File: config.mk
export PLATFORM = sky130hd
export DESIGN_NAME = bda_ctrl
export DESIGN_NICKNAME = d
export VERILOG_FILES = /design/src/sv/bda_pkg.sv /design/src/sv/bda_alu.sv /design/src/sv/bda_ctrl.sv
export SDC_FILE = /design/constraint.sdc
export NUM_CORES = 1
export LEC_CHECK = 0
export BUFFER_PORTS_ARGS = -buffer_cell sky130_fd_sc_hd__buf_2
export CAP_MARGIN = 20
export CORE_UTILIZATION = 45
export DETAILED_ROUTE_END_ITERATION = 10
export PLACE_DENSITY = 0.7
export SLEW_MARGIN = 25
export SYNTH_ARGS = -nofsm -noshare
export SYNTH_HDL_FRONTEND = slang
export SYNTH_HIERARCHICAL = 1
export SYNTH_SLANG_ARGS = --single-unit
export TNS_END_PERCENT = 20
File: constraint.sdc
create_clock -name clk -period 14 [get_ports clk]
set_input_delay 2.8 -clock clk [delete_from_list [all_inputs] [get_ports clk]]
set_output_delay 2.8 -clock clk [all_outputs]
set_load 0.05 [all_outputs]
File: src/sv/bda_pkg.sv
// ----------------------------------------------------------------------------
// bda_pkg: shared definitions for the bounded dynamic array
// Command and status codes, field widths, stream packing and the response
// record passed from the sequencer to the top level.
// ----------------------------------------------------------------------------
package bda_pkg;

  localparam int BDA_CAPACITY = 1024;
  localparam int BDA_ELEM_W   = 32;

  localparam int CMD_W  = 2;
  localparam int POS_W  = 10;
  localparam int DATA_W = 32;
  localparam int LEN_W  = 11;
  localparam int ST_W   = 2;

  localparam int S_FIELDS_W = CMD_W + POS_W + DATA_W;
  localparam int S_TDATA_W  = ((S_FIELDS_W + 7) / 8) * 8;
  localparam int M_FIELDS_W = DATA_W + LEN_W + ST_W;
  localparam int M_TDATA_W  = ((M_FIELDS_W + 7) / 8) * 8;
  localparam int M_PAD_W    = M_TDATA_W - M_FIELDS_W;

  localparam logic [CMD_W-1:0] CMD_PUSH = 2'd0;
  localparam logic [CMD_W-1:0] CMD_POP  = 2'd1;
  localparam logic [CMD_W-1:0] CMD_GET  = 2'd2;
  localparam logic [CMD_W-1:0] CMD_SET  = 2'd3;

  localparam logic [ST_W-1:0] ST_OK    = 2'd0;
  localparam logic [ST_W-1:0] ST_FULL  = 2'd1;
  localparam logic [ST_W-1:0] ST_EMPTY = 2'd2;
  localparam logic [ST_W-1:0] ST_RANGE = 2'd3;

  typedef struct packed {
    logic              load;       // result ready and output register free
    logic              use_rdata;  // data_out comes from the RAM read port
    logic [ST_W-1:0]   status;
    logic [LEN_W-1:0]  length;
  } bda_resp_t;

endpackage

File: src/sv/bda_alu.sv
// ----------------------------------------------------------------------------
// bda_alu: shared subtract and compare unit
// Gives lhs - rhs, lhs >= rhs and lhs == rhs for unsigned operands.
// ----------------------------------------------------------------------------
module bda_alu #(
  parameter int OPW = 11
) (
  input  logic [OPW-1:0] lhs,
  input  logic [OPW-1:0] rhs,
  output logic [OPW-1:0] diff,
  output logic           ge,
  output logic           eq
);

  logic [OPW:0] full_diff;

  assign full_diff = {1'b0, lhs} - {1'b0, rhs};
  assign diff      = full_diff[OPW-1:0];
  assign ge        = ~full_diff[OPW];
  assign eq        = (lhs == rhs);

endmodule

File: src/sv/bda_ctrl.sv
// ----------------------------------------------------------------------------
// bda_ctrl: command sequencer
// Holds the element count, runs each command through the shared compare
// unit and drives the element RAM, including the zero-fill sweep for a set
// past the current length.
// ----------------------------------------------------------------------------
module bda_ctrl
  import bda_pkg::*;
#(
  parameter int CAPACITY      = BDA_CAPACITY,
  parameter int ELEMENT_WIDTH = BDA_ELEM_W
) (
  input  logic                        clk,
  input  logic                        rst,
  input  logic                        req_valid,
  output logic                        req_ready,
  input  logic [CMD_W-1:0]            req_cmd,
  input  logic [POS_W-1:0]            req_pos,
  input  logic [ELEMENT_WIDTH-1:0]    req_val,
  input  logic                        out_free,
  output bda_resp_t                   resp,
  output logic                        ram_we,
  output logic                        ram_re,
  output logic [$clog2(CAPACITY)-1:0] ram_addr,
  output logic [ELEMENT_WIDTH-1:0]    ram_wdata
);

  localparam int AW   = $clog2(CAPACITY);
  localparam int CNTW = $clog2(CAPACITY + 1);
  localparam int OPW  = (CNTW > POS_W) ? CNTW : POS_W;

  localparam logic [OPW-1:0] CAP_OP = OPW'(CAPACITY);
  localparam logic [OPW-1:0] ONE_OP = OPW'(1);

  localparam logic [1:0] S_IDLE = 2'd0;
  localparam logic [1:0] S_EXEC = 2'd1;
  localparam logic [1:0] S_FILL = 2'd2;
  localparam logic [1:0] S_RESP = 2'd3;

  logic [1:0]               state, state_next;
  logic [CNTW-1:0]          count, count_next;
  logic [ST_W-1:0]          status, status_next;
  logic                     use_rd, use_rd_next;
  logic [CMD_W-1:0]         cmd;
  logic [POS_W-1:0]         pos;
  logic [ELEMENT_WIDTH-1:0] val;

  logic [OPW-1:0] lhs, rhs, diff;
  logic           ge, eq;
  logic [OPW-1:0] pos_op, count_op;

  assign pos_op   = OPW'(pos);
  assign count_op = OPW'(count);

  bda_alu #(.OPW(OPW)) u_alu (
    .lhs  (lhs),
    .rhs  (rhs),
    .diff (diff),
    .ge   (ge),
    .eq   (eq)
  );

  always_comb begin
    state_next  = state;
    count_next  = count;
    status_next = status;
    use_rd_next = use_rd;
    lhs         = '0;
    rhs         = '0;
    ram_we      = 1'b0;
    ram_re      = 1'b0;
    ram_addr    = AW'(count);
    ram_wdata   = val;
    unique case (state)
      S_IDLE: begin
        if (req_valid) begin
          state_next = S_EXEC;
        end
      end
      S_EXEC: begin
        state_next  = S_RESP;
        status_next = ST_OK;
        use_rd_next = 1'b0;
        unique case (cmd)
          CMD_PUSH: begin
            lhs = count_op;
            rhs = CAP_OP;
            if (ge) begin
              status_next = ST_FULL;
            end else begin
              ram_we     = 1'b1;
              count_next = count + CNTW'(1);
            end
          end
          CMD_POP: begin
            lhs = count_op;
            rhs = ONE_OP;
            if (!ge) begin
              status_next = ST_EMPTY;
            end else begin
              // diff is count - 1: both the new top and the read address
              ram_re      = 1'b1;
              ram_addr    = AW'(diff);
              count_next  = CNTW'(diff);
              use_rd_next = 1'b1;
            end
          end
          CMD_GET: begin
            lhs = pos_op;
            rhs = count_op;
            if (ge) begin
              status_next = ST_RANGE;
            end else begin
              ram_re      = 1'b1;
              ram_addr    = AW'(pos);
              use_rd_next = 1'b1;
            end
          end
          CMD_SET: begin
            lhs = pos_op;
            rhs = CAP_OP;
            if (ge) begin
              status_next = ST_FULL;
            end else begin
              state_next = S_FILL;
            end
          end
          default: begin
            state_next = S_RESP;
          end
        endcase
      end
      S_FILL: begin
        lhs = pos_op;
        rhs = count_op;
        if (!ge) begin
          // position already inside the array
          ram_we     = 1'b1;
          ram_addr   = AW'(pos);
          state_next = S_RESP;
        end else if (eq) begin
          ram_we     = 1'b1;
          ram_addr   = AW'(pos);
          count_next = count + CNTW'(1);
          state_next = S_RESP;
        end else begin
          ram_we     = 1'b1;
          ram_wdata  = '0;
          count_next = count + CNTW'(1);
        end
      end
      S_RESP: begin
        if (out_free) begin
          state_next = S_IDLE;
        end
      end
      default: begin
        state_next = S_IDLE;
      end
    endcase
  end

  always_ff @(posedge clk) begin
    if (rst) begin
      state  <= S_IDLE;
      count  <= '0;
      status <= ST_OK;
      use_rd <= 1'b0;
    end else begin
      state  <= state_next;
      count  <= count_next;
      status <= status_next;
      use_rd <= use_rd_next;
    end
  end

  always_ff @(posedge clk) begin
    if (state == S_IDLE && req_valid) begin
      cmd <= req_cmd;
      pos <= req_pos;
      val <= req_val;
    end
  end

  assign req_ready      = (state == S_IDLE);
  assign resp.load      = (state == S_RESP) && out_free;
  assign resp.use_rdata = use_rd;
  assign resp.status    = status;
  assign resp.length    = LEN_W'(count);

endmodule

==> results of run 1 <==
## worst max-delay path: stages (launching register included)
cell and delay [ns]:
edfxtp_1 0.42, inv_1 0.13, ha_1 0.28, nor2_1 0.74
mux2_2 0.41, a22oi_1 0.15, nor2b_1 0.08, ha_1 0.35
nand3_1 0.12, a21oi_1 0.20, o21a_1 0.23, nor3_1 0.08
o31ai_2 0.24, buf_4 0.28, nor2b_1 0.12, o31ai_1 0.32
nand3_2 0.33, a221o_2 0.49, buf_2 0.21
## worst paths after layout
path	to	cells past startpoint
max	ram_addr[0]	18
min	status[0]	2
max reg2reg	count[10]	17
min reg2reg	status[0]	2
## flip-flops by register name, indices dropped and copies added (netlist names)
register	cells
pos	10
count	11
val	32
state	2
cmd	2
use_rd	1
status	2
## layout by cell type, fill, tap and decap left out, drive strengths merged, types with 3 or more instances in the layout
cell,n
a22oi,11
a32oi,10
clkinv,3
o21ai,11
mux2,10
o211a,3
a211oi,5
nor2,24
o211ai,3
a21boi,3
a221o,11
and2,45
inv,27
ha,24
nor3,6
mux2i,3
o311ai,5
edfxtp,44
a31oi,5
xnor2,6
clkbuf,9
a21oi,19
or4,4
nand2b,4
nor2b,25
a21o,5
nand2,13
nand3,13
o31ai,7
dfxtp,16
buf,110
## layout make-up
cell class / count / area [um2] / area share
repair buffers: 110 / 562 / 0.117
flip-flops and latches: 60 / 1640 / 0.342
clock buffers: 9 / 124 / 0.0258
well taps: 108 / 135 / 0.0281
clock inverters: 6 / 80.1 / 0.0167
inverters: 27 / 101 / 0.0211
multi-input cells: 299 / 2160 / 0.450
## metal layers
metal | GRT usage | routed length, um | vias to the layer above
met4 | 0.115 | 320 | 0
met2 | 0.384 | 5050 | 199
met5 | 0 | 0 | -
met3 | 0.0600 | 886 | 25
met1 | 0.298 | 4710 | 1661
li1 | - | - | 1713
## Yosys cell counts (all sizes together), types with 11 or more instances
master,count
edfxtp,44
a22oi,11
clkbuf,17
nor2,24
nand2,13
a21oi,19
o21ai,11
ha,24
inv,27
and2,45
a221o,11
dfxtp,16
nor2b,25
nand3,13
## cell families after synthesis
kind of cell,synth area share
compound gates,0.202
xor+xnor,0.0130
fa+ha+maj,0.0795
buf+inv,0.0575
flops,0.407
mux,0.0354
simple gates,0.205
## metrics by stage
step | hold slack [ns] | setup slack [ns] | util
2_1_floorplan | 0.478 | 7.20 | -
3_3_place_gp | 0.464 | 5.99 | 0.529
3_5_place_dp | 0.462 | 5.82 | 0.529
4_1_cts | 0.472 | 5.41 | 0.552
5_1_grt | 0.510 | 5.27 | 0.554
6_report | 0.472 | 5.68 | 0.554
## report_power, final
group | switching, mW | total (mW) | internal [mW] | leakage, nW
Clock | 0.0656 | 0.163 | 0.0976 | 0.100
Sequential | 0.0364 | 0.281 | 0.244 | 0.549
Combinational | 0.521 | 0.741 | 0.220 | 1.34
Total | 0.623 | 1.19 | 0.562 | 1.99
==> impl_results.md, run 1 <==
- Finish-stage setup viols: 0
- Yosys warns: 6
- DIE HEIGHT: 96.6 um
- Post-Route WL: 11000 um
- # hold bufs at CTS: 0
- Die W: 96.6 um
- Initial DRC count: 238
- Antenna violations before repair: 0
- R2r setup slk: 8.76 ns
- Final period util: 0.594
- Core area: 8680 um2
- Final Hold Fails: 0
- Vias: 3598
- Gpl congestion: 0.938
- Share of layout cells above drive strength 1: 0.278
- Clock sink count: 60
- EDFF count, synth: 44
- Fin Clk Skew: 0.00934 ns
- Power after layout: 1.19 mW
- Worst hold start: status[0]
- Slew HR: 0.363
- Clock Tree Buf Depth: 2
- Vias in the first global route: 3614
- Area contributors post-synth: edfxtp_1 (33%), dfxtp_1 (8.0%), ha_1 (7.5%)
- WS Path Type: reg -> out
- # DRC: 0
- FF+latch count, synth: 60
- H-tree levels: 3
- Starting Density: 0.464
- Startpoint Class: register
- Worst Path Max Fanout: 19
- Placed insts: 603
- Clk Latency, worst-skew pair: 0.33 ns
- Antenna-violating nets left: 0
- Minimum clock period: 8.32 ns
- MaxCap Viol Count: 0
- Status: completed
- Max rail drop VDD: 0.144 mV
- Total global-route track usage: 0.238
- CTS root buffer: clkbuf_8
- Wire length per cell: 17.7 um
- Setup crit start: cmd[0]
- Layout Cells excl Fill: 619
- Inserted Clock Buffers: 9
- Critical Path RT: 11.20 ns
- Hold Path Class: reg -> reg
- Pre-Repair DR Iteration Count: 5
- Post-CTS setup repair buffer count: 0
- Cells after Synth: 413
- Clock transition at path regs: 0.07 ns
- Final Max Slew Viols: 0
- Die Area: 9340 um2
- Leak Pwr: 1.99 nW
- Post_cts resized: 0
- Cell taking the most area after synthesis: edfxtp_1
- CTS tree: yes
- Post-synthesis async set-or-reset flop share: 0
- Grt ovf: 0
- Dpl hpwl: 8010 um
- Mapped Nets: 486
- Final #Nets: 580
- FP Rows: 34
- Seq/Total Area, Yosys: 0.407
- P&R area growth vs syn: 19.3%
- Slew @ Worst Pin: 0.956 ns
- Post-synth top area share: 0.328
- IO buf count: 107
- Area post-placement: 4590 um2
- FMAX: 120 MHz
- Post-synth top flop: edfxtp_1
- WP data arrival: 5.52 ns
- First-pass GRT wire length: 17900 um
- # diodes: 0
- Reg-to-reg critical path startpoint: cmd[0]
- Setup TNS: 0 ns
- Filler Cell Count: 804
- Netlist cell types: 54
- Worst setup EP type: output pin
- Syn Std Cell Area: 4030 um2
- Final Cell Area: 4810 um2
- I/O pins: 108
- Via density: 5.81
- RSZ-0062 raised after global routing: no
- Syn Area/Cell: 9.76 um2
- Largest net degree at the start of global routing: 45
- Power Density: 247 nW/um2
Power figures use the tool's default switching activity.
==> run 2, diff against run 1 <==
--- a/config.mk
+++ b/config.mk
@@ -5,11 +5,12 @@
 export SDC_FILE = /design/constraint.sdc
 export NUM_CORES = 1
 export LEC_CHECK = 0
+export ABC_AREA = 1
 export BUFFER_PORTS_ARGS = -buffer_cell sky130_fd_sc_hd__buf_2
 export CAP_MARGIN = 20
 export CORE_UTILIZATION = 45
 export DETAILED_ROUTE_END_ITERATION = 10
-export PLACE_DENSITY = 0.7
+export PLACE_DENSITY = 0.72
 export SLEW_MARGIN = 25
 export SYNTH_ARGS = -nofsm -noshare
 export SYNTH_HDL_FRONTEND = slang
==> constraint.sdc (replaced) <==
create_clock -name clk -period 7.2 [get_ports clk]
set_input_delay 1.44 -clock clk [delete_from_list [all_inputs] [get_ports clk]]
set_output_delay 1.44 -clock clk [all_outputs]
set_load 0.05 [all_outputs]
==> impl_results.md, run 2 <==
- Syn Std Cell Area: 4490 um2
- Gpl congestion: 1.03
- WP data arrival: 5.21 ns
- FF+latch count, synth: 60
- Worst setup EP type: output pin
- Grt ovf: 0
- Top reg by flops: val
- Post-CTS setup repair buffer count: 0
- MaxCap Viol Count: 0
- Multi-input logic area: 2270 um2
- WS Path Type: reg -> out
- Largest net degree at the start of global routing: 45
- Hold slack: 0.463 ns
- Commonest non-fill, non-tap cell in the layout: nand2_1
- Post-synth top flop: edfxtp_1
- Post-synth top cells: nand2_1 (213), inv_1 (108), nor2_1 (64)
- Inserted Clock Buffers: 9
- Clock transition at path regs: 0.08 ns
- # diodes: 0
- # hold bufs at CTS: 0
- Top Registers: val x32, count x11, pos x10
- H-tree levels: 3
- Setup crit start: state[0]
- Final #Nets: 837
- FMAX: 150 MHz
- Die W: 102 um
- Core area: 9730 um2
- Final period util: 0.923
- Pre-Repair DR Iteration Count: 5
- Reg-to-reg critical path startpoint: state[0]
- Startpoint Class: register
- Mapped Nets: 745
- DIE HEIGHT: 102 um
- Worst reg2reg path endpoint: count[5]
- Slew @ Worst Pin: 0.821 ns
- Finish-stage setup viols: 0
- Post-Route WL: 12900 um
- IO buf count: 107
- RSZ-0062 raised after global routing: no
- Cells after Synth: 672
- Minimum clock period: 6.65 ns
- Clock sink count: 60
- Share of layout cells above drive strength 1: 0.173
- Capture point of the critical path: ram_addr[5]
- Worst hold start: status[0]
- Reg2Reg Depth: 22
- Fin Clk Skew: 0.0209 ns
- # DRC: 0
- Syn Area/Cell: 6.68 um2
- Wire length per cell: 14.3 um
- Starting Density: 0.461
- Status: completed
- Post_cts resized: 0
- Area contributors post-synth: edfxtp_1 (29%), nand2_1 (18%), inv_1 (9.0%)
- Total global-route track usage: 0.258
- EDFF count, synth: 44
- Post-synthesis async set-or-reset flop share: 0
- Commonest cells after routing, fill and taps aside: nand2_1 (213), inv_1 (108), buf_2 (107)
- First-pass GRT wire length: 20300 um
- Antenna-violating nets left: 0
- Clock Tree Buf Depth: 2
- Final Hold Fails: 0
- Slew HR: 0.452
- Netlist cell types: 31
- FP Rows: 36
- Seq/Total Area, Yosys: 0.366
- Die Area: 10400 um2
- Most common cell in the synthesized netlist: nand2_1
- Vias in the first global route: 4101
- I/O pins: 108
- Worst Path Max Fanout: 43
- Critical Path RT: 5.76 ns
- Setup TNS: 0 ns
- Antenna violations before repair: 0
- CTS root buffer: clkbuf_8
- P&R area growth vs syn: 17.7%
- R2r setup slk: 2.33 ns
- Yosys warns: 6
- Max FFs per register: 32
- Dpl hpwl: 9550 um
- Initial DRC count: 515
- Clk Latency, worst-skew pair: 0.36 ns
- FF/Latch Area: 1640 um2
- Post-synth top area share: 0.294
- Hold Path Class: reg -> reg
- Vias: 4625
- CTS tree: yes
- Final Max Slew Viols: 0
- Cell taking the most area after synthesis: edfxtp_1
- Filler Cell Count: 989
- Utilization after layout: 0.543
- Via density: 5.13
[run 2: changes by cell type after synthesis, moves of 31 or more]
cell,before,now
nand2_1,13,213
inv_1,27,108
and2_1,45,0
nor2_1,24,64
nand3_1,11,47
o21ai_0,8,42
a21oi_1,19,50
[run 2: layout make-up]
class	instances	area share
multi-input cells	472	0.430
inverters	111	0.0789
repair buffers	110	0.106
flip-flops and latches	60	0.311
well taps	133	0.0315
clock buffers	9	0.0234
clock inverters	7	0.0201
[run 2: how the worst min path moves through the flow]
| stage | to | slack [ns] | cells past startpoint |
|---|---|---|---|
| after floorplan | use_rd | 0.46 | 2 |
| after detailed placement | status[0] | 0.46 | 2 |
| after global placement | status[0] | 0.45 | 2 |
| final | status[0] | 0.46 | 2 |
| after CTS | status[0] | 0.47 | 2 |
| after global routing | status[1] | 0.50 | 2 |
[run 2: per-layer routing]
layer,GRT usage,share of wire,up-vias
li1,-,-,2329
met1,0.343,0.44,2055
met2,0.395,0.44,216
met3,0.0595,0.088,25
met4,0.131,0.038,0
met5,0,0,-
[run 2: kinds of logic after synthesis]
kind of cell / synth area share
simple gates: 0.299
buf+inv: 0.129
compound gates: 0.129
flops: 0.366
fa+ha+maj: 0.0714
xor+xnor: 0.00586
[run 2: per-stage QoR]
stage	setup WS, ns	cells	instance area, um2
CTS	0.639	902	5280
floorplan	2.02	672	4490
detailed placement	1.02	886	5050
global placement	1.09	886	5050
finish	0.553	902	5280
global route	0.156	902	5280
[run 2: critical path, stage by stage, from the launching register on]
cell,delay (ns)
dfxtp_1,0.41
inv_1,0.11
ha_1,0.80
nand2_1,0.43
nor2_1,0.18
inv_1,0.06
ha_1,0.43
nand2_1,0.11
nand3_1,0.17
nand2_1,0.10
nand2_1,0.10
nand2_1,0.05
nand2_1,0.53
nand3_4,0.53
nand2_1,0.17
o21ai_0,0.09
a31oi_1,0.26
buf_2,0.32
Power of run 2 is left out: the tool's default activity adds up to more than one toggle a clock period on the data nets, which glitch-free logic cannot reach.
==> run 3, diff against run 2 <==
--- a/config.mk
+++ b/config.mk
@@ -5,12 +5,12 @@
 export SDC_FILE = /design/constraint.sdc
 export NUM_CORES = 1
 export LEC_CHECK = 0
-export ABC_AREA = 1
-export BUFFER_PORTS_ARGS = -buffer_cell sky130_fd_sc_hd__buf_2
+export ABC_AREA = 0
+export BUFFER_PORTS_ARGS = -buffer_cell sky130_fd_sc_hd__clkbuf_2
 export CAP_MARGIN = 20
 export CORE_UTILIZATION = 45
 export DETAILED_ROUTE_END_ITERATION = 10
-export PLACE_DENSITY = 0.72
+export PLACE_DENSITY = 0.73
 export SLEW_MARGIN = 25
 export SYNTH_ARGS = -nofsm -noshare
 export SYNTH_HDL_FRONTEND = slang
==> impl_results.md, run 3 (synthesized netlist as in run 1, its figures left out) <==
- Pre-Repair DR Iteration Count: 4
- Commonest cells after routing, fill and taps aside: clkbuf_2 (107), and2_1 (44), edfxtp_1 (44)
- Post-Route WL: 10600 um
- Final Max Slew Viols: 0
- Switch Pwr: 1.23 mW
- Clock share of power: 0.134
- Reg2Reg Depth: 16
- Startpoint Class: register
- Hold Path Class: reg -> reg
- Antenna-violating nets left: 0
- First-pass GRT wire length: 17500 um
- Max incr delay on CP: 0.60 ns
- Core area: 8680 um2
- Layout Cells excl Fill: 624
- Status: completed
- Finish-stage setup viols: 0
- I/O pins: 108
- Clock Tree Buf Depth: 2
- # DRC: 0
- Top delay family on crit path: compound AO/OA/AOI/OAI gates
- Worst path depth: 17
- Fin worst setup slack: 0.680 ns
- Initial DRC count: 268
- Post_cts resized: 0
- Worst setup EP type: output pin
- Critical Path RT: 5.76 ns
- Slew @ Worst Pin: 0.931 ns
- Sequential Power Share: 0.236
- Dpl hpwl: 7720 um
- Die Area: 9340 um2
- Max rail drop VDD: 0.300 mV
- Minimum clock period: 6.52 ns
- Hold Path Depth: 2
- FF/Latch Area: 1640 um2
- Place WS: 1.16 ns
- Filler Cell Count: 805
- Power Density: 476 nW/um2
- Post-CTS setup repair buffer count: 0
- WP data arrival: 5.08 ns
- Utilization after layout: 0.555
- MaxCap Viol Count: 0
- Wire length per cell: 17.1 um
- Max FFs per register: 32
- Commonest non-fill, non-tap cell in the layout: clkbuf_2
- CTS root buffer: clkbuf_8
- Starting Density: 0.464
- Hold slack: 0.491 ns
- Slew HR: 0.379
- WS Path Type: reg -> out
- Vias: 3705
- H-tree levels: 3
- Gpl congestion: 0.952
- Worst Path Max Fanout: 10
- FMAX: 153 MHz
- Top reg by flops: val
- Fin Clk Skew: 0.00741 ns
- Vias in the first global route: 3580
- Share of layout cells above drive strength 1: 0.287
- Crit-path slowest cell: o31ai_2
- Multi-input logic area: 2160 um2
- FP Rows: 34
- IO buf count: 107
- Grt ovf: 0
- CTS tree: yes
- Die W: 96.6 um
- Setup TNS: 0 ns
- Internal: 1.07 mW
- Via density: 5.94
- Inserted Clock Buffers: 9
- P&R area growth vs syn: 19.6%
- Final #Nets: 584
- CP bufs+invs: 3
- Final period util: 0.906
- Largest net degree at the start of global routing: 45
- # diodes: 0
- Combinational cell fraction of total power: 0.631
- Sw Share: 0.535
- # hold bufs at CTS: 0
- DIE HEIGHT: 96.6 um
- R2r setup slk: 2.39 ns
- Antenna violations before repair: 0
- Clock sink count: 60
- Leak Pwr: 1.99 nW
- Cell chain of the critical path: inv_1 > ha_1 > a21oi_1 > nor2b_1 > and2_1 > inv_1 > ha_1 > nand3_1 > a21oi_1 > o21a_1 > nor3_1 > o31ai_2 > nor2b_1 > o31ai_1 > nand3_2 > a221o_2 > clkbuf_2
- Top Registers: val x32, count x11, pos x10
- Placed insts: 608
- Clock transition at path regs: 0.07 ns
- RSZ-0062 raised after global routing: no
- Total global-route track usage: 0.233
- Final Hold Fails: 0
- Clk Latency, worst-skew pair: 0.34 ns
## run 3: cell count changes in the layout (fill, tap and decap cells not counted), moves of 25 or more
cell	delta
inv_1	-81
o21ai_0	-35
buf_2	-107
clkbuf_2	+107
nand2_1	-200
nand3_1	-36
nor2b_1	+25
a21oi_1	-31
and2_1	+44
nor2_1	-40
## run 3: worst paths after layout
| path | from | to |
|---|---|---|
| min reg2reg | status[1] | status[1] |
| max | cmd[0] | ram_addr[0] |
| min | status[1] | status[1] |
| max reg2reg | cmd[0] | count[10] |
## run 3: worst min-delay path, stage by stage (launching register included)
cell      delay (ns)
dfxtp_1         0.32
nor2_1          0.08
a211oi_1        0.05
## run 3: power by group through the flow
stage,combinational [mW],clock [mW],sequential (mW)
after global routing,1.54,0.321,0.553
after global placement,1.41,0,0.543
after detailed placement,1.42,0,0.547
after floorplan,1.06,0,0.580
after CTS,1.43,0.310,0.540
final,1.45,0.307,0.542
## run 3: through the flow
step / instance area (um2) / total power, mW
3_5_place_dp: 4630 / 1.97
4_1_cts: 4820 / 2.28
5_1_grt: 4820 / 2.41
2_1_floorplan: 4030 / 1.64
6_report: 4820 / 2.30
3_3_place_gp: 4630 / 1.95
## run 3: routing by layer
layer | part of all wire | GRT usage | vias up | routed length [um]
met1 | 0.43 | 0.309 | 1737 | 4530
li1 | - | - | 1731 | -
met4 | 0.016 | 0.0792 | 0 | 171
met5 | 0 | 0 | - | 0
met2 | 0.46 | 0.368 | 218 | 4870
met3 | 0.10 | 0.0621 | 19 | 1080
## run 3: final cells by class
cell class | count | area share
Clock buffer | 10 | 0.0265
Tap cell | 108 | 0.0280
Inverter | 27 | 0.0210
Clock inverter | 6 | 0.0132
Multi-Input combinational cell | 299 | 0.449
Sequential cell | 60 | 0.341
Timing Repair Buffer | 114 | 0.122
